## config.mk

```make
export PLATFORM = sky130hd
export DESIGN_NAME = lens_focus_search_controller
export DESIGN_NICKNAME = d
export VERILOG_FILES = /design/src/hdl/lfs_pkg.sv /design/src/hdl/lfs_step.sv /design/src/hdl/lens_focus_search_controller.sv
export SDC_FILE = /design/constraint.sdc
export NUM_CORES = 1
export LEC_CHECK = 0
export ABC_AREA = 1
export BUFFER_PORTS_ARGS = -buffer_cell sky130_fd_sc_hd__clkbuf_2
export CORE_MARGIN = 10
export CORE_UTILIZATION = 55
export CTS_CLUSTER_DIAMETER = 30
export CTS_CLUSTER_SIZE = 8
export DETAILED_ROUTE_END_ITERATION = 10
export GPL_TIMING_DRIVEN = 0
export PLACE_DENSITY = 0.71
export SYNTH_ARGS = -nofsm -noshare
export SYNTH_HDL_FRONTEND = slang
export SYNTH_SLANG_ARGS = --single-unit
```

## constraint.sdc

```tcl
create_clock -name clk -period 13.8 [get_ports clk]
set_input_delay 1.38 -clock clk [delete_from_list [all_inputs] [get_ports clk]]
set_output_delay 1.38 -clock clk [all_outputs]
set_load 0.005 [all_outputs]
```

## src/hdl/lfs_pkg.sv

```systemverilog
// ----------------------------------------------------------------------------
// lfs_pkg
// Shared types and constants of the lens focus search controller.
// ----------------------------------------------------------------------------
package lfs_pkg;

	// default widths
	localparam int SETTING_BITS_DEF = 12;
	localparam int SCORE_BITS_DEF   = 16;

	// configuration register indexes
	localparam int CFG_IDX_W = 3;
	localparam logic [CFG_IDX_W-1:0] CFG_SEARCH_ENABLE = 3'd0;
	localparam logic [CFG_IDX_W-1:0] CFG_LOW_LIMIT     = 3'd1;
	localparam logic [CFG_IDX_W-1:0] CFG_HIGH_LIMIT    = 3'd2;
	localparam logic [CFG_IDX_W-1:0] CFG_COARSE_STEP   = 3'd3;
	localparam logic [CFG_IDX_W-1:0] CFG_START_SETTING = 3'd4;
	localparam logic [CFG_IDX_W-1:0] CFG_LEVEL_ZERO    = 3'd5;
	localparam logic [CFG_IDX_W-1:0] CFG_LEVEL_ONE     = 3'd6;

	// register defaults
	localparam int COARSE_STEP_DEF = 16;
	localparam int LEVEL_ONE_DEF   = 1;

	// step of the near-side widening search
	localparam int NEAR_STEP = -10;

	// input item kinds
	localparam logic FUNC_START = 1'b0;
	localparam logic FUNC_SCORE = 1'b1;

	typedef enum logic [2:0] {
		PH_IDLE   = 3'd0,
		PH_CHECK  = 3'd1,
		PH_COARSE = 3'd2,
		PH_FAR    = 3'd3,
		PH_NEAR   = 3'd4,
		PH_BISECT = 3'd5
	} phase_t;

	typedef enum logic [1:0] {
		ST_CAPTURE = 2'd0,
		ST_DONE    = 2'd1,
		ST_FAIL    = 2'd2,
		ST_IGNORED = 2'd3
	} status_t;

	// control part of one result
	typedef struct packed {
		status_t status;
		logic    save;
	} res_ctl_t;

endpackage

```

## src/hdl/lfs_step.sv

```systemverilog
// ----------------------------------------------------------------------------
// lfs_step
// Next-state and result logic of the focus search for one item.
// ----------------------------------------------------------------------------
module lfs_step #(
	parameter int SETTING_BITS = lfs_pkg::SETTING_BITS_DEF,
	parameter int SCORE_BITS   = lfs_pkg::SCORE_BITS_DEF
) (
	// item
	input  logic                           func,
	input  logic [SCORE_BITS-1:0]          score,
	// configuration
	input  logic                           search_enable,
	input  logic [SETTING_BITS-1:0]        min_setting,
	input  logic [SETTING_BITS-1:0]        max_setting,
	input  logic [SETTING_BITS-2:0]        coarse_step,
	input  logic [SETTING_BITS-1:0]        start_setting,
	input  logic [SCORE_BITS-1:0]          level_zero,
	input  logic [SCORE_BITS-1:0]          level_one,
	// current state
	input  lfs_pkg::phase_t                phase,
	input  logic [SETTING_BITS-1:0]        probe,
	input  logic [SETTING_BITS-1:0]        low_end,
	input  logic [SETTING_BITS-1:0]        high_end,
	input  logic signed [SETTING_BITS:0]   step,
	input  logic                           reversed,
	input  logic [SCORE_BITS-1:0]          last_score,
	input  logic [SCORE_BITS-1:0]          first_score,
	// next state
	output lfs_pkg::phase_t                phase_n,
	output logic [SETTING_BITS-1:0]        probe_n,
	output logic [SETTING_BITS-1:0]        low_n,
	output logic [SETTING_BITS-1:0]        high_n,
	output logic signed [SETTING_BITS:0]   step_n,
	output logic                           rev_n,
	output logic [SCORE_BITS-1:0]          last_n,
	output logic [SCORE_BITS-1:0]          first_n,
	// result
	output lfs_pkg::res_ctl_t              res_ctl,
	output logic [SETTING_BITS-1:0]        res_setting
);

	localparam int STEP_W = SETTING_BITS + 1;
	localparam int SUM_W  = SETTING_BITS + 2;
	localparam logic signed [STEP_W-1:0] NEAR_S = STEP_W'(lfs_pkg::NEAR_STEP);

	// base + step, clamped: low limit tested first, then high limit
	function automatic logic [SETTING_BITS-1:0] clamp_add(
		input logic [SETTING_BITS-1:0]   base,
		input logic signed [STEP_W-1:0]  stp,
		input logic [SETTING_BITS-1:0]   lo_lim,
		input logic [SETTING_BITS-1:0]   hi_lim
	);
		logic signed [SUM_W-1:0] sum;
		logic [SETTING_BITS-1:0] r;
		sum = $signed({2'b00, base}) + $signed({stp[STEP_W-1], stp});
		if (sum < $signed({2'b00, lo_lim}))
			r = lo_lim;
		else if (sum > $signed({2'b00, hi_lim}))
			r = hi_lim;
		else
			r = sum[SETTING_BITS-1:0];
		return r;
	endfunction

	logic                           widen;
	logic [SETTING_BITS-1:0]        widen_at;
	logic                           do_move;
	lfs_pkg::phase_t                move_kind;
	logic [SETTING_BITS-1:0]        move_base;
	logic [SETTING_BITS-1:0]        nx;
	logic [SETTING_BITS-1:0]        nx_retry;
	logic                           do_bisect;
	logic                           do_fail;
	logic [SETTING_BITS:0]          mid_lim;
	logic [SETTING_BITS:0]          bis_sum;
	logic signed [STEP_W-1:0]       coarse_s;

	assign coarse_s = $signed({2'b00, coarse_step});
	assign mid_lim  = ({1'b0, min_setting} + {1'b0, max_setting}) >> 1;

	always_comb begin
		phase_n     = phase;
		probe_n     = probe;
		low_n       = low_end;
		high_n      = high_end;
		step_n      = step;
		rev_n       = reversed;
		last_n      = last_score;
		first_n     = first_score;
		res_ctl     = '{status: lfs_pkg::ST_CAPTURE, save: 1'b0};
		res_setting = '0;
		widen       = 1'b0;
		widen_at    = '0;
		do_move     = 1'b0;
		move_kind   = lfs_pkg::PH_COARSE;
		move_base   = '0;
		nx          = '0;
		nx_retry    = '0;
		do_bisect   = 1'b0;
		do_fail     = 1'b0;
		bis_sum     = '0;

		// phase decision
		if (func == lfs_pkg::FUNC_START) begin
			res_setting = start_setting;
			if (!search_enable) begin
				phase_n = lfs_pkg::PH_IDLE;
				res_ctl.status = lfs_pkg::ST_DONE;
			end else begin
				phase_n = lfs_pkg::PH_CHECK;
			end
		end else begin
			case (phase)
				lfs_pkg::PH_CHECK: begin
					first_n = score;
					if (score < level_one) begin
						widen    = 1'b1;
						widen_at = start_setting;
					end else begin
						phase_n = lfs_pkg::PH_COARSE;
						probe_n = start_setting;
						step_n  = ({1'b0, start_setting} < mid_lim) ? coarse_s : -coarse_s;
						rev_n   = 1'b0;
						last_n  = score;
						do_move = 1'b1;
					end
				end
				lfs_pkg::PH_COARSE: begin
					if (score < level_one) begin
						widen    = 1'b1;
						widen_at = probe;
					end else if (score > last_score) begin
						if (reversed) begin
							do_fail = 1'b1;
						end else begin
							step_n  = -step;
							probe_n = start_setting;
							rev_n   = 1'b1;
							last_n  = first_score;
							do_move = 1'b1;
						end
					end else begin
						if (score < last_score) begin
							last_n = score;
							rev_n  = 1'b1;
						end
						do_move = 1'b1;
					end
				end
				lfs_pkg::PH_FAR: begin
					if (score >= level_one) begin
						high_n    = low_end;
						step_n    = step >>> 1;
						do_move   = 1'b1;
						move_kind = lfs_pkg::PH_FAR;
					end else if (score == level_zero) begin
						do_move   = 1'b1;
						move_kind = lfs_pkg::PH_FAR;
					end else begin
						phase_n   = lfs_pkg::PH_BISECT;
						do_bisect = 1'b1;
					end
				end
				lfs_pkg::PH_NEAR: begin
					if (score == level_zero || score >= level_one) begin
						phase_n   = lfs_pkg::PH_BISECT;
						do_bisect = 1'b1;
					end else begin
						high_n    = low_end;
						do_move   = 1'b1;
						move_kind = lfs_pkg::PH_NEAR;
					end
				end
				lfs_pkg::PH_BISECT: begin
					if (score == level_zero || score >= level_one)
						low_n = probe;
					else
						high_n = probe;
					do_bisect = 1'b1;
				end
				default: begin
					phase_n = lfs_pkg::PH_IDLE;
					res_ctl.status = lfs_pkg::ST_IGNORED;
				end
			endcase
		end

		// near focus reached: pick far or near widening
		if (widen) begin
			low_n   = widen_at;
			high_n  = widen_at;
			do_move = 1'b1;
			if (score == level_zero) begin
				phase_n   = lfs_pkg::PH_FAR;
				step_n    = $signed({3'b000, coarse_step[SETTING_BITS-2:1]});
				move_kind = lfs_pkg::PH_FAR;
			end else begin
				phase_n   = lfs_pkg::PH_NEAR;
				step_n    = NEAR_S;
				move_kind = lfs_pkg::PH_NEAR;
			end
		end

		// one clamped move from the selected end
		if (do_move) begin
			case (move_kind)
				lfs_pkg::PH_FAR:  move_base = high_n;
				lfs_pkg::PH_NEAR: move_base = low_n;
				default:          move_base = probe_n;
			endcase
			nx = clamp_add(move_base, step_n, min_setting, max_setting);
			if (nx != move_base) begin
				res_setting = nx;
				case (move_kind)
					lfs_pkg::PH_FAR:  high_n = nx;
					lfs_pkg::PH_NEAR: low_n = nx;
					default:          probe_n = nx;
				endcase
			end else if (move_kind != lfs_pkg::PH_COARSE || rev_n) begin
				do_fail = 1'b1;
			end else begin
				// coarse search blocked: reverse once from the start setting
				nx_retry = clamp_add(start_setting, -step_n, min_setting, max_setting);
				step_n   = -step_n;
				rev_n    = 1'b1;
				last_n   = first_n;
				probe_n  = start_setting;
				if (nx_retry != start_setting) begin
					probe_n     = nx_retry;
					res_setting = nx_retry;
				end else begin
					do_fail = 1'b1;
				end
			end
		end

		// bisection step or finish
		if (do_bisect) begin
			if ({1'b0, low_n} + 1'b1 >= {1'b0, high_n}) begin
				phase_n        = lfs_pkg::PH_IDLE;
				res_ctl.status = lfs_pkg::ST_DONE;
				res_ctl.save   = (low_n != start_setting);
				res_setting    = low_n;
			end else begin
				bis_sum     = {1'b0, low_n} + {1'b0, high_n};
				probe_n     = bis_sum[SETTING_BITS:1];
				res_setting = bis_sum[SETTING_BITS:1];
			end
		end

		// failure restores the start setting
		if (do_fail) begin
			phase_n        = lfs_pkg::PH_IDLE;
			res_ctl.status = lfs_pkg::ST_FAIL;
			res_ctl.save   = 1'b0;
			res_setting    = start_setting;
		end
	end

endmodule

```

## src/hdl/lens_focus_search_controller.sv

```systemverilog
// ----------------------------------------------------------------------------
// lens_focus_search_controller
// Autofocus search: coarse hill climb, widening and bisection over lens settings.
// ----------------------------------------------------------------------------
// Path: the input register, then the result register; both hold while the result
//   output is stalled.
// Throughput: one item per cycle while results are taken; the search state
//   updates as an item leaves the input register, where the next item sees it.
// Reset: arst_n clears the search to idle and loads register defaults.
module lens_focus_search_controller #(
	parameter int SETTING_BITS = lfs_pkg::SETTING_BITS_DEF,
	parameter int SCORE_BITS   = lfs_pkg::SCORE_BITS_DEF
) (
	input  logic                                    clk,
	input  logic                                    arst_n,
	// input items
	input  logic                                    s_axis_tvalid,
	output logic                                    s_axis_tready,
	input  logic [((SCORE_BITS+7)/8)*8-1:0]         s_axis_tdata,  // focus_score
	input  logic                                    s_axis_tuser,  // func
	// results
	output logic                                    m_axis_tvalid,
	input  logic                                    m_axis_tready,
	output logic [((SETTING_BITS+8)/8)*8-1:0]       m_axis_tdata,  // lens_setting, save flag
	output logic [1:0]                              m_axis_tuser,  // status
	// configuration writes
	input  logic                                    cfg_valid,
	output logic                                    cfg_ready,
	input  logic [lfs_pkg::CFG_IDX_W-1:0]           cfg_index,
	input  logic [((SETTING_BITS > SCORE_BITS) ? SETTING_BITS : SCORE_BITS)-1:0] cfg_data
);

	localparam int OUT_DATA_W = ((SETTING_BITS + 8) / 8) * 8;

	// configuration registers
	logic                           search_enable_q;
	logic [SETTING_BITS-1:0]        min_setting_q;
	logic [SETTING_BITS-1:0]        max_setting_q;
	logic [SETTING_BITS-2:0]        coarse_step_q;
	logic [SETTING_BITS-1:0]        start_setting_q;
	logic [SCORE_BITS-1:0]          level_zero_q;
	logic [SCORE_BITS-1:0]          level_one_q;

	// search state
	lfs_pkg::phase_t                phase_q, phase_n;
	logic [SETTING_BITS-1:0]        probe_q, probe_n;
	logic [SETTING_BITS-1:0]        low_q, low_n;
	logic [SETTING_BITS-1:0]        high_q, high_n;
	logic signed [SETTING_BITS:0]   step_q, step_n;
	logic                           rev_q, rev_n;
	logic [SCORE_BITS-1:0]          last_q, last_n;
	logic [SCORE_BITS-1:0]          first_q, first_n;

	// pipeline
	logic                           valid_s1;
	logic                           func_s1;
	logic [SCORE_BITS-1:0]          score_s1;
	logic                           valid_s2;
	lfs_pkg::res_ctl_t              res_s2;
	logic [SETTING_BITS-1:0]        setting_s2;
	lfs_pkg::res_ctl_t              res_ctl;
	logic [SETTING_BITS-1:0]        res_setting;
	logic                           advance;

	assign cfg_ready     = 1'b1;
	assign advance       = valid_s1 && (!valid_s2 || m_axis_tready);
	assign s_axis_tready = !valid_s1 || advance;

	assign m_axis_tvalid = valid_s2;
	assign m_axis_tuser  = res_s2.status;
	assign m_axis_tdata  = OUT_DATA_W'({res_s2.save, setting_s2});

	// configuration register file
	always_ff @(posedge clk or negedge arst_n) begin
		if (!arst_n) begin
			search_enable_q <= 1'b1;
			min_setting_q   <= '0;
			max_setting_q   <= '1;
			coarse_step_q   <= (SETTING_BITS-1)'(lfs_pkg::COARSE_STEP_DEF);
			start_setting_q <= '0;
			level_zero_q    <= '0;
			level_one_q     <= SCORE_BITS'(lfs_pkg::LEVEL_ONE_DEF);
		end else if (cfg_valid && cfg_ready) begin
			case (cfg_index)
				lfs_pkg::CFG_SEARCH_ENABLE: search_enable_q <= cfg_data[0];
				lfs_pkg::CFG_LOW_LIMIT:     min_setting_q   <= cfg_data[SETTING_BITS-1:0];
				lfs_pkg::CFG_HIGH_LIMIT:    max_setting_q   <= cfg_data[SETTING_BITS-1:0];
				lfs_pkg::CFG_COARSE_STEP:   coarse_step_q   <= cfg_data[SETTING_BITS-2:0];
				lfs_pkg::CFG_START_SETTING: start_setting_q <= cfg_data[SETTING_BITS-1:0];
				lfs_pkg::CFG_LEVEL_ZERO:    level_zero_q    <= cfg_data[SCORE_BITS-1:0];
				lfs_pkg::CFG_LEVEL_ONE:     level_one_q     <= cfg_data[SCORE_BITS-1:0];
				default: ;
			endcase
		end
	end

	// input register
	always_ff @(posedge clk or negedge arst_n) begin
		if (!arst_n) begin
			valid_s1 <= 1'b0;
		end else if (s_axis_tready) begin
			valid_s1 <= s_axis_tvalid;
		end
	end

	always_ff @(posedge clk) begin
		if (s_axis_tvalid && s_axis_tready) begin
			func_s1  <= s_axis_tuser;
			score_s1 <= s_axis_tdata[SCORE_BITS-1:0];
		end
	end

	// step logic
	lfs_step #(
		.SETTING_BITS(SETTING_BITS),
		.SCORE_BITS  (SCORE_BITS)
	) u_step (
		.func         (func_s1),
		.score        (score_s1),
		.search_enable(search_enable_q),
		.min_setting  (min_setting_q),
		.max_setting  (max_setting_q),
		.coarse_step  (coarse_step_q),
		.start_setting(start_setting_q),
		.level_zero   (level_zero_q),
		.level_one    (level_one_q),
		.phase        (phase_q),
		.probe        (probe_q),
		.low_end      (low_q),
		.high_end     (high_q),
		.step         (step_q),
		.reversed     (rev_q),
		.last_score   (last_q),
		.first_score  (first_q),
		.phase_n      (phase_n),
		.probe_n      (probe_n),
		.low_n        (low_n),
		.high_n       (high_n),
		.step_n       (step_n),
		.rev_n        (rev_n),
		.last_n       (last_n),
		.first_n      (first_n),
		.res_ctl      (res_ctl),
		.res_setting  (res_setting)
	);

	// search state update as an item leaves the input register
	always_ff @(posedge clk or negedge arst_n) begin
		if (!arst_n) begin
			phase_q <= lfs_pkg::PH_IDLE;
			probe_q <= '0;
			low_q   <= '0;
			high_q  <= '0;
			step_q  <= '0;
			rev_q   <= 1'b0;
			last_q  <= '0;
			first_q <= '0;
		end else if (advance) begin
			phase_q <= phase_n;
			probe_q <= probe_n;
			low_q   <= low_n;
			high_q  <= high_n;
			step_q  <= step_n;
			rev_q   <= rev_n;
			last_q  <= last_n;
			first_q <= first_n;
		end
	end

	// result register
	always_ff @(posedge clk or negedge arst_n) begin
		if (!arst_n) begin
			valid_s2 <= 1'b0;
		end else if (!valid_s2 || m_axis_tready) begin
			valid_s2 <= valid_s1;
		end
	end

	always_ff @(posedge clk) begin
		if (advance) begin
			res_s2     <= res_ctl;
			setting_s2 <= res_setting;
		end
	end

	// checks
	a_end_goes_idle: assert property (@(posedge clk) disable iff (!arst_n)
		advance && (res_ctl.status == lfs_pkg::ST_FAIL || res_ctl.status == lfs_pkg::ST_DONE)
		|=> phase_q == lfs_pkg::PH_IDLE)
		else $error("search did not return to idle after done or fail");

	a_ignored_only_idle: assert property (@(posedge clk) disable iff (!arst_n)
		advance && res_ctl.status == lfs_pkg::ST_IGNORED
		|-> phase_q == lfs_pkg::PH_IDLE && func_s1 == lfs_pkg::FUNC_SCORE)
		else $error("score ignored outside idle");

	a_stall_full: assert property (@(posedge clk) disable iff (!arst_n)
		!s_axis_tready |-> valid_s1 && valid_s2 && !m_axis_tready)
		else $error("input stalled with room in the pipeline");

	a_save_on_done: assert property (@(posedge clk) disable iff (!arst_n)
		valid_s2 && res_s2.status != lfs_pkg::ST_DONE |-> !res_s2.save)
		else $error("save flag outside a done result");

endmodule

```

; Word level (Yosys, flattened, before mapping)
; Cells that the tools add are included.
; W data, S select, Z words.
[op_classes]
addsub = 8
magnitude_cmp = 10
eq_ne = 18
mux = 135
n_bitwise = 2
reduce_logical = 21
[ops]
columns = operator, count
row1 = $mux W12, 48
row2 = $mux W16, 11
row3 = $mux W13, 11
row4 = $pmux W12 S2, 3
row5 = $mux W3, 16
row6 = $pmux W13 S3, 1
row7 = $mux W1, 36
row8 = $ne A12 B12 Y1, 3
row9 = $pmux W12 S3, 1
row10 = $lt A16 B16 Y1, 2
row11 = $pmux W16 S2, 1
row12 = $add A13 B13 Y14, 2
row13 = $gt A14 B13 Y1, 2
row14 = $lt A14 B13 Y1, 2
row15 = $add A12 B12 Y13, 2
row16 = $neg A13 Y13, 2
row17 = $eq A3 B3 Y1 const B, 6
row18 = $eq A16 B16 Y1, 1
row19 = $ge A16 B16 Y1, 1
row20 = $gt A16 B16 Y1, 1
row21 = $eq A3 B2 Y1 const B, 5
row22 = $reduce_and A2 Y1, 7
row23 = $add A12 B1 Y13 const B, 1
row24 = $ge A13 B12 Y1, 1
row25 = other kinds (18), 28
[word_totals]
ff_bits = 199
input_bits = 41
out_inout_bits = 21
word_cells = 216

; Depth between registers and ports, before layout
[logic_depth]
ltp_word = 24
depth_mapped = 74
ltp_nobuf = 74

; Cells and area by module
; From an unflattened synthesis, not the netlist that was laid out.
[hier_totals]
cells_unflattened = 3119
area_unflattened_um2 = 20274.4
[by_module_without_submodules]
columns = mod, instances, cells_each, area_per_inst_um2, seq_area_each_um2
row1 = lfs_step, 1, 2341, 12712.2, 0.0
row2 = lens_focus_search_controller, 1, 778, 7562.3, 5158.7

; Worst setup path after synthesis
; No wires, ideal clock.
[synth_path]
kind = reg-to-reg
startpoint = reg max_setting_q[1]
endpoint = reg setting_s2[11] (data pin)
setup_ps = 264
t_arrival_ps = 9677
required_ps = 13536
slack_ps = 3859
path_stages_with_launch = 65
n_path_buf = 2
period_less_slack_ps = 9941
path_cell_list = dfstp_2 -> inv_1 -> fa_1 -> o21ai_0 -> a21oi_1 -> o21bai_1 -> a21oi_1 -> o21ai_0 -> a21o_1 -> a21oi_1 -> o21ai_0 -> a21oi_1 -> ha_1 -> a21oi_1 -> o21ai_1 -> nor2_1 -> nand2_1 -> buf_2 -> [... 29 more ...] -> ha_1 -> o21a_1 -> o21ai_0 -> nand2_1 -> a21oi_1 -> o21bai_1 -> a21o_1 -> a21oi_1 -> o21ai_0 -> a21oi_1 -> o21bai_1 -> a21oi_1 -> nand2_2 -> inv_2 -> nor2_2 -> buf_4 -> a22oi_1 -> nand3_1
[synth_via]
word_cells_on_any_way = 44
classes_between = add/sub (6) / order compare (6) / eq/ne (2) / mux (30)
[synth_lines]
columns = element, line_no
row1 = from (decl), lens_focus_search_controller.sv:38  ; logic [SETTING_BITS-1:0] max_setting_q;
row2 = from (signal assigned), lens_focus_search_controller.sv:87  ; lfs_pkg::CFG_HIGH_LIMIT: max_setting_q <= cfg_data[SETTING_BITS-1:0];
row3 = $add A12 B12 Y13, lfs_step.sv:80  ; assign mid_lim = ({1'b0, min_setting} + {1'b0, max_setting}) >> 1;
row4 = $lt A12 B12 Y1, lfs_step.sv:123  ; step_n = ({1'b0, start_setting} < mid_lim) ? coarse_s : -coarse_s;
row5 = $mux W13, lfs_step.sv:123
row6 = $mux W13, lfs_step.sv:117  ; if (score < level_one) begin
row7 = $pmux W13 S3, lfs_step.sv:114  ; case (phase)
row8 = $mux W13, lfs_step.sv:105  ; if (func == lfs_pkg::FUNC_START) begin
row9 = $mux W13, lfs_step.sv:190  ; if (widen) begin
row10 = $add A13 B13 Y14, lfs_step.sv:56  ; sum = $signed({2'b00, base}) + $signed({stp[STEP_W-1], stp});
row11 = [... 6 more ...], --
row12 = $mux W12 (*), lfs_step.sv:206  ; if (do_move) begin
row13 = via low_n[1], lens_focus_search_controller.sv:47  ; logic [SETTING_BITS-1:0] low_q, low_n;
row14 = $add A12 B1 Y13, lfs_step.sv:240  ; if ({1'b0, low_n} + 1'b1 >= {1'b0, high_n}) begin
row15 = $ge A13 B12 Y1, lfs_step.sv:240
row16 = $mux W12 (*), lfs_step.sv:240
row17 = $mux W12 (*), lfs_step.sv:239  ; if (do_bisect) begin
row18 = $mux W12 (*), lfs_step.sv:253  ; if (do_fail) begin
row19 = via res_setting[11], lens_focus_search_controller.sv:62  ; logic [SETTING_BITS-1:0] res_setting;
row20 = to (signal assigned), lens_focus_search_controller.sv:182  ; setting_s2 <= res_setting;
row21 = to (decl), lens_focus_search_controller.sv:60  ; logic [SETTING_BITS-1:0] setting_s2;
; The timed path passes the listed nets; every way through them passes the cells marked *. The select of a mux whose other input is x is not followed.
; A chain may end at the register's enable or synchronous reset.

; Final worst setup path
[layout_path]
startpoint = reg max_setting_q[0]
endpoint = reg setting_s2[11] (data pin)
; The elaborated chain is that of the path after synthesis.

==> impl_metrics.xml <==
<?xml version="1.0" encoding="UTF-8"?>
<metrics>
  <group name="status">
    <metric name="run_status" unit="">finished clean</metric>
  </group>
  <group name="detailed_routing">
    <metric name="detail_route.first_pass.iterations" unit="">6</metric>
    <metric name="via_count" unit="">20274</metric>
    <metric name="postRouteAntennaNets" unit="">0</metric>
    <metric name="via_count_normalized_by_instance_count" unit="">6.14</metric>
    <metric name="routed_wirelength" unit="um">72400</metric>
    <metric name="drt_drc" unit="">0</metric>
    <metric name="post_drt_wl_per_cell" unit="um">21.9</metric>
    <metric name="drt_iter0_markers" unit="">2513</metric>
  </group>
  <group name="synth">
    <metric name="main_combinational_cell_family_by_area_after_synthesis" unit="">simple AND/OR/NAND/NOR gates</metric>
    <metric name="synth_edf_count" unit="">32</metric>
    <metric name="synth_area_leader_cell" unit="">dfrtp_1</metric>
    <metric name="syn_inst" unit="">2763</metric>
    <metric name="synth-warning-count" unit="">0</metric>
    <metric name="post_synth_fa_ha_maj_area_fraction" unit="">0.104</metric>
    <metric name="synth.top_cells.by_area" unit="">dfrtp_1 (20%), nand2_1 (13%), ha_1 (10%)</metric>
    <metric name="synth.yosys.seq_area_share" unit="">0.273</metric>
    <metric name="synthesized_area_fraction_occupied_by_ao_oa_aoi_and_oai_cells" unit="">0.207</metric>
    <metric name="postSynth.topFlopCell" unit="">dfrtp_1</metric>
    <metric name="synth.avg_cell_area" unit="sq um">6.84</metric>
    <metric name="yosys.area.top_type_share" unit="">0.201</metric>
    <metric name="synth_async_sr_flop_share" unit="">0.839</metric>
    <metric name="synth_xor_area_frac" unit="">0.0427</metric>
    <metric name="ys_ff_latch" unit="">199</metric>
    <metric name="post_synth_mux_area_share" unit="">0.00166</metric>
    <metric name="post_synthesis_cell_type_count" unit="">67</metric>
    <metric name="netlist_area" unit="sq um">18900</metric>
    <metric name="synth_area_in_simple_gates" unit="">0.266</metric>
  </group>
  <group name="die">
    <metric name="coreArea" unit="sq um">33700</metric>
    <metric name="die_h" unit="um">205</metric>
    <metric name="floorplan.die_area" unit="sq um">42200</metric>
    <metric name="floorplan.die.width" unit="um">205</metric>
    <metric name="initial_core_util" unit="">0.560</metric>
    <metric name="num_rows" unit="">67</metric>
    <metric name="boundaryPins" unit="">62</metric>
  </group>
  <group name="critical_path">
    <metric name="critPathSlowestCell" unit="">dfstp_2</metric>
    <metric name="crit_top_cell" unit="">a21oi_1</metric>
    <metric name="timing.critical_path.to_type" unit="">flip-flop</metric>
    <metric name="timing.critical_path.fanout_max" unit="">10</metric>
    <metric name="start_kind" unit="">flip-flop</metric>
    <metric name="timing.critical_path.max_delay_family" unit="">compound AO/OA/AOI/OAI gates</metric>
    <metric name="worst-endpoint-required" unit="ns">14.01</metric>
    <metric name="cp_slowest_stage_delay" unit="ns">0.64</metric>
    <metric name="worst-setup-path-type" unit="">flip-flop to flip-flop</metric>
    <metric name="worstPathBufferInverterCount" unit="">9</metric>
    <metric name="critPathArrivalTime" unit="ns">12.86</metric>
  </group>
  <group name="clock_network">
    <metric name="clkSlewWorstSetupHoldPaths" unit="ns">0.09</metric>
    <metric name="cts_sinks" unit="">199</metric>
    <metric name="max-clock-path-buffers" unit="">2</metric>
    <metric name="clk-insertion-delay-late" unit="ns">0.48</metric>
    <metric name="clock_tree_from_tritoncts" unit="">done</metric>
    <metric name="tritoncts.num_buffers" unit="">17</metric>
    <metric name="root_buffer" unit="">clkbuf_16</metric>
    <metric name="cts_htree_levels" unit="">4</metric>
  </group>
  <group name="timing">
    <metric name="rsz0062_at_grt" unit="">false</metric>
    <metric name="final_tns_setup" unit="ns">0</metric>
    <metric name="tightest_slew" unit="ns">1.31</metric>
    <metric name="maxClockFrequency" unit="MHz">79.0</metric>
    <metric name="clock-skew-final" unit="ns">0.0238</metric>
    <metric name="setup_viol" unit="">0</metric>
    <metric name="max-slew-margin-rel" unit="">0.119</metric>
    <metric name="min_period_over_period" unit="">0.917</metric>
    <metric name="final_max_slew_viol_count" unit="">0</metric>
    <metric name="hold_viol_final" unit="">0</metric>
    <metric name="layout_min_cycle_time" unit="ns">12.65</metric>
  </group>
  <group name="final_layout">
    <metric name="layout.area.seq" unit="sq um">5160</metric>
    <metric name="layout.filler_cells" unit="">3210</metric>
    <metric name="multi_input_area" unit="sq um">11800</metric>
    <metric name="synthToLayoutAreaGrowth" unit="%">8.04</metric>
    <metric name="post_route_cells_drive_above_1_share" unit="">0.0939</metric>
    <metric name="layout.nets" unit="">3038</metric>
    <metric name="insertedDiodeCount" unit="">0</metric>
  </group>
  <group name="grt">
    <metric name="globalRoute.totalOverflow" unit="">0</metric>
    <metric name="number_of_antenna_violations_at_the_first_check_in_global_routing" unit="">0</metric>
    <metric name="grt_pass1_wl" unit="um">110000</metric>
    <metric name="grt_start_max_net_pins" unit="">98</metric>
    <metric name="first_global_vias" unit="">18917</metric>
    <metric name="gr-usage-all-layers" unit="">0.341</metric>
  </group>
  <group name="placed_design">
    <metric name="place.gp.congestion" unit="">1.09</metric>
    <metric name="buffer_ports.inserted" unit="">57</metric>
    <metric name="dp_hpwl" unit="um">56500</metric>
  </group>
  <group name="run">
    <metric name="drv.max_cap_violation_count" unit="">0</metric>
  </group>
  <group name="hold_path">
    <metric name="min_path_type" unit="">flip-flop to flip-flop</metric>
  </group>
</metrics>
per-stage QoR:
stage / hold slack, ns / util / instance area (sq um) / cells / worst slack [ns]
final: 0.489 / 0.606 / 20400 / 3303 / 1.15
after global routing: 0.511 / 0.606 / 20400 / 3303 / 0.166
after detailed placement: 0.474 / 0.587 / 19800 / 3271 / 0.865
after CTS: 0.493 / 0.605 / 20400 / 3303 / 0.796
after global placement: 0.469 / 0.586 / 19700 / 3270 / 0.920
after floorplan: 0.453 / - / 18900 / 2765 / 3.86
cell families (layout without fill, tap and decap cells):
family / Yosys count / after routing
adders and majority gates: 155 / 155
muxes: 3 / 3
and+or+nand+nor: 1135 / 1135
AOI/OAI and AO/OA: 684 / 684
other: 2 / 4
xor gates and xnor gates: 92 / 92
DFF: 199 / 199
buffers and inverters: 493 / 583
path summary, 6_finish.rpt:
path / startpoint / to / slack, ns / cells after the start
max in group asynchronous: arst_n / max_setting_q[10]$_DFFE_PN1P_ / 11.94 / 2
min in group asynchronous: arst_n / last_q[11]$_DFFE_PN0P_ / 0.91 / 1
worst max-delay path: max_setting_q[0]$_DFFE_PN1P_ / setting_s2[11]$_DFFE_PP_ / 1.15 / 65
worst max register to register: max_setting_q[0]$_DFFE_PN1P_ / setting_s2[11]$_DFFE_PP_ / 1.15 / 65
worst min-delay path: coarse_step_q[0]$_DFFE_PN0P_ / coarse_step_q[0]$_DFFE_PN0P_ / 0.49 / 2
worst min register to register: coarse_step_q[0]$_DFFE_PN0P_ / coarse_step_q[0]$_DFFE_PN0P_ / 0.49 / 2
what timing repair did:
item | in CTS | in global routing
hold endpoints to repair | 0 | 0
gates resized for setup | 0 | 4
hold buffers | 0 | 0
setup buffers | 0 | 0
endpoints found under the setup margin | 0 | 28
tightest hold or removal path, stage by stage (launching register included):
cell	delay [ns]
dfrtp_1	0.35
nand2_1	0.05
o21ai_0	0.05
metal layers:
metal  GRT usage  up-vias  wire length, um
met5           0        -                0
met4       0.179        0             4080
met3      0.0775      215             8380
met2       0.502     1207            30300
met1       0.457     9449            29700
li1            -     9403                -
registers in the layout, indices dropped and copies added (netlist names):
name,flops
level_one_q,16
search_enable_q,1
first_q,16
m_axis_tdata,1
last_q,16
func_s1,1
setting_s2,12
start_setting_q,12
score_s1,16
step_q,13
phase_q,3
low_q,12
coarse_step_q,11
level_zero_q,16
probe_q,12
rev_q,1
max_setting_q,12
high_q,12
m_axis_tuser,2
min_setting_q,12
valid_s1,1
m_axis_tvalid,1
cells in the final DEF (no fill, tap or decap), drive strengths merged, types with 23 or more instances in the layout:
| master | synthesis | final |
|---|---|---|
| o22ai | 23 | 23 |
| ha | 151 | 151 |
| a22oi | 35 | 35 |
| o21ai | 346 | 346 |
| nand4 | 37 | 37 |
| edfxtp | 32 | 32 |
| clkbuf | 61 | 135 |
| nand3 | 180 | 180 |
| a21oi | 178 | 178 |
| xor2 | 75 | 75 |
| inv | 384 | 391 |
| nor2 | 180 | 180 |
| dfrtp | 152 | 152 |
| buf | 48 | 49 |
| nand2 | 692 | 692 |
cells in the mapped netlist (all sizes together) (3+ instances only):
| library cell | instances |
|---|---|
| a31oi | 9 |
| a32oi | 3 |
| ha | 151 |
| nand3b | 3 |
| nor2 | 180 |
| nand4 | 37 |
| a22oi | 35 |
| o21bai | 12 |
| xnor2 | 17 |
| o21ai | 346 |
| o211ai | 17 |
| nor3 | 14 |
| inv | 384 |
| nand2 | 692 |
| o22ai | 23 |
| o221ai | 22 |
| dfstp | 15 |
| xor2 | 75 |
| nor4 | 8 |
| a221o | 3 |
| and2 | 3 |
| edfxtp | 32 |
| buf | 48 |
| a21o | 3 |
| a221oi | 12 |
| nand3 | 180 |
| clkbuf | 61 |
| dfrtp | 152 |
| a21oi | 178 |
| o21a | 4 |
| fa | 4 |
| or2 | 16 |
| o32ai | 4 |
final cells by class:
type | instances | area share
Multi-Input combinational cell | 2073 | 0.576
Sequential cell | 199 | 0.253
Inverter | 384 | 0.0708
Tap cell | 448 | 0.0275
Buffer | 109 | 0.0264
Clock buffer | 17 | 0.0208
Timing Repair Buffer | 58 | 0.0158
Clock inverter | 15 | 0.00950
Power is not shown: default switching activity piles up to over one toggle a cycle in this logic, so the estimate is an artifact.
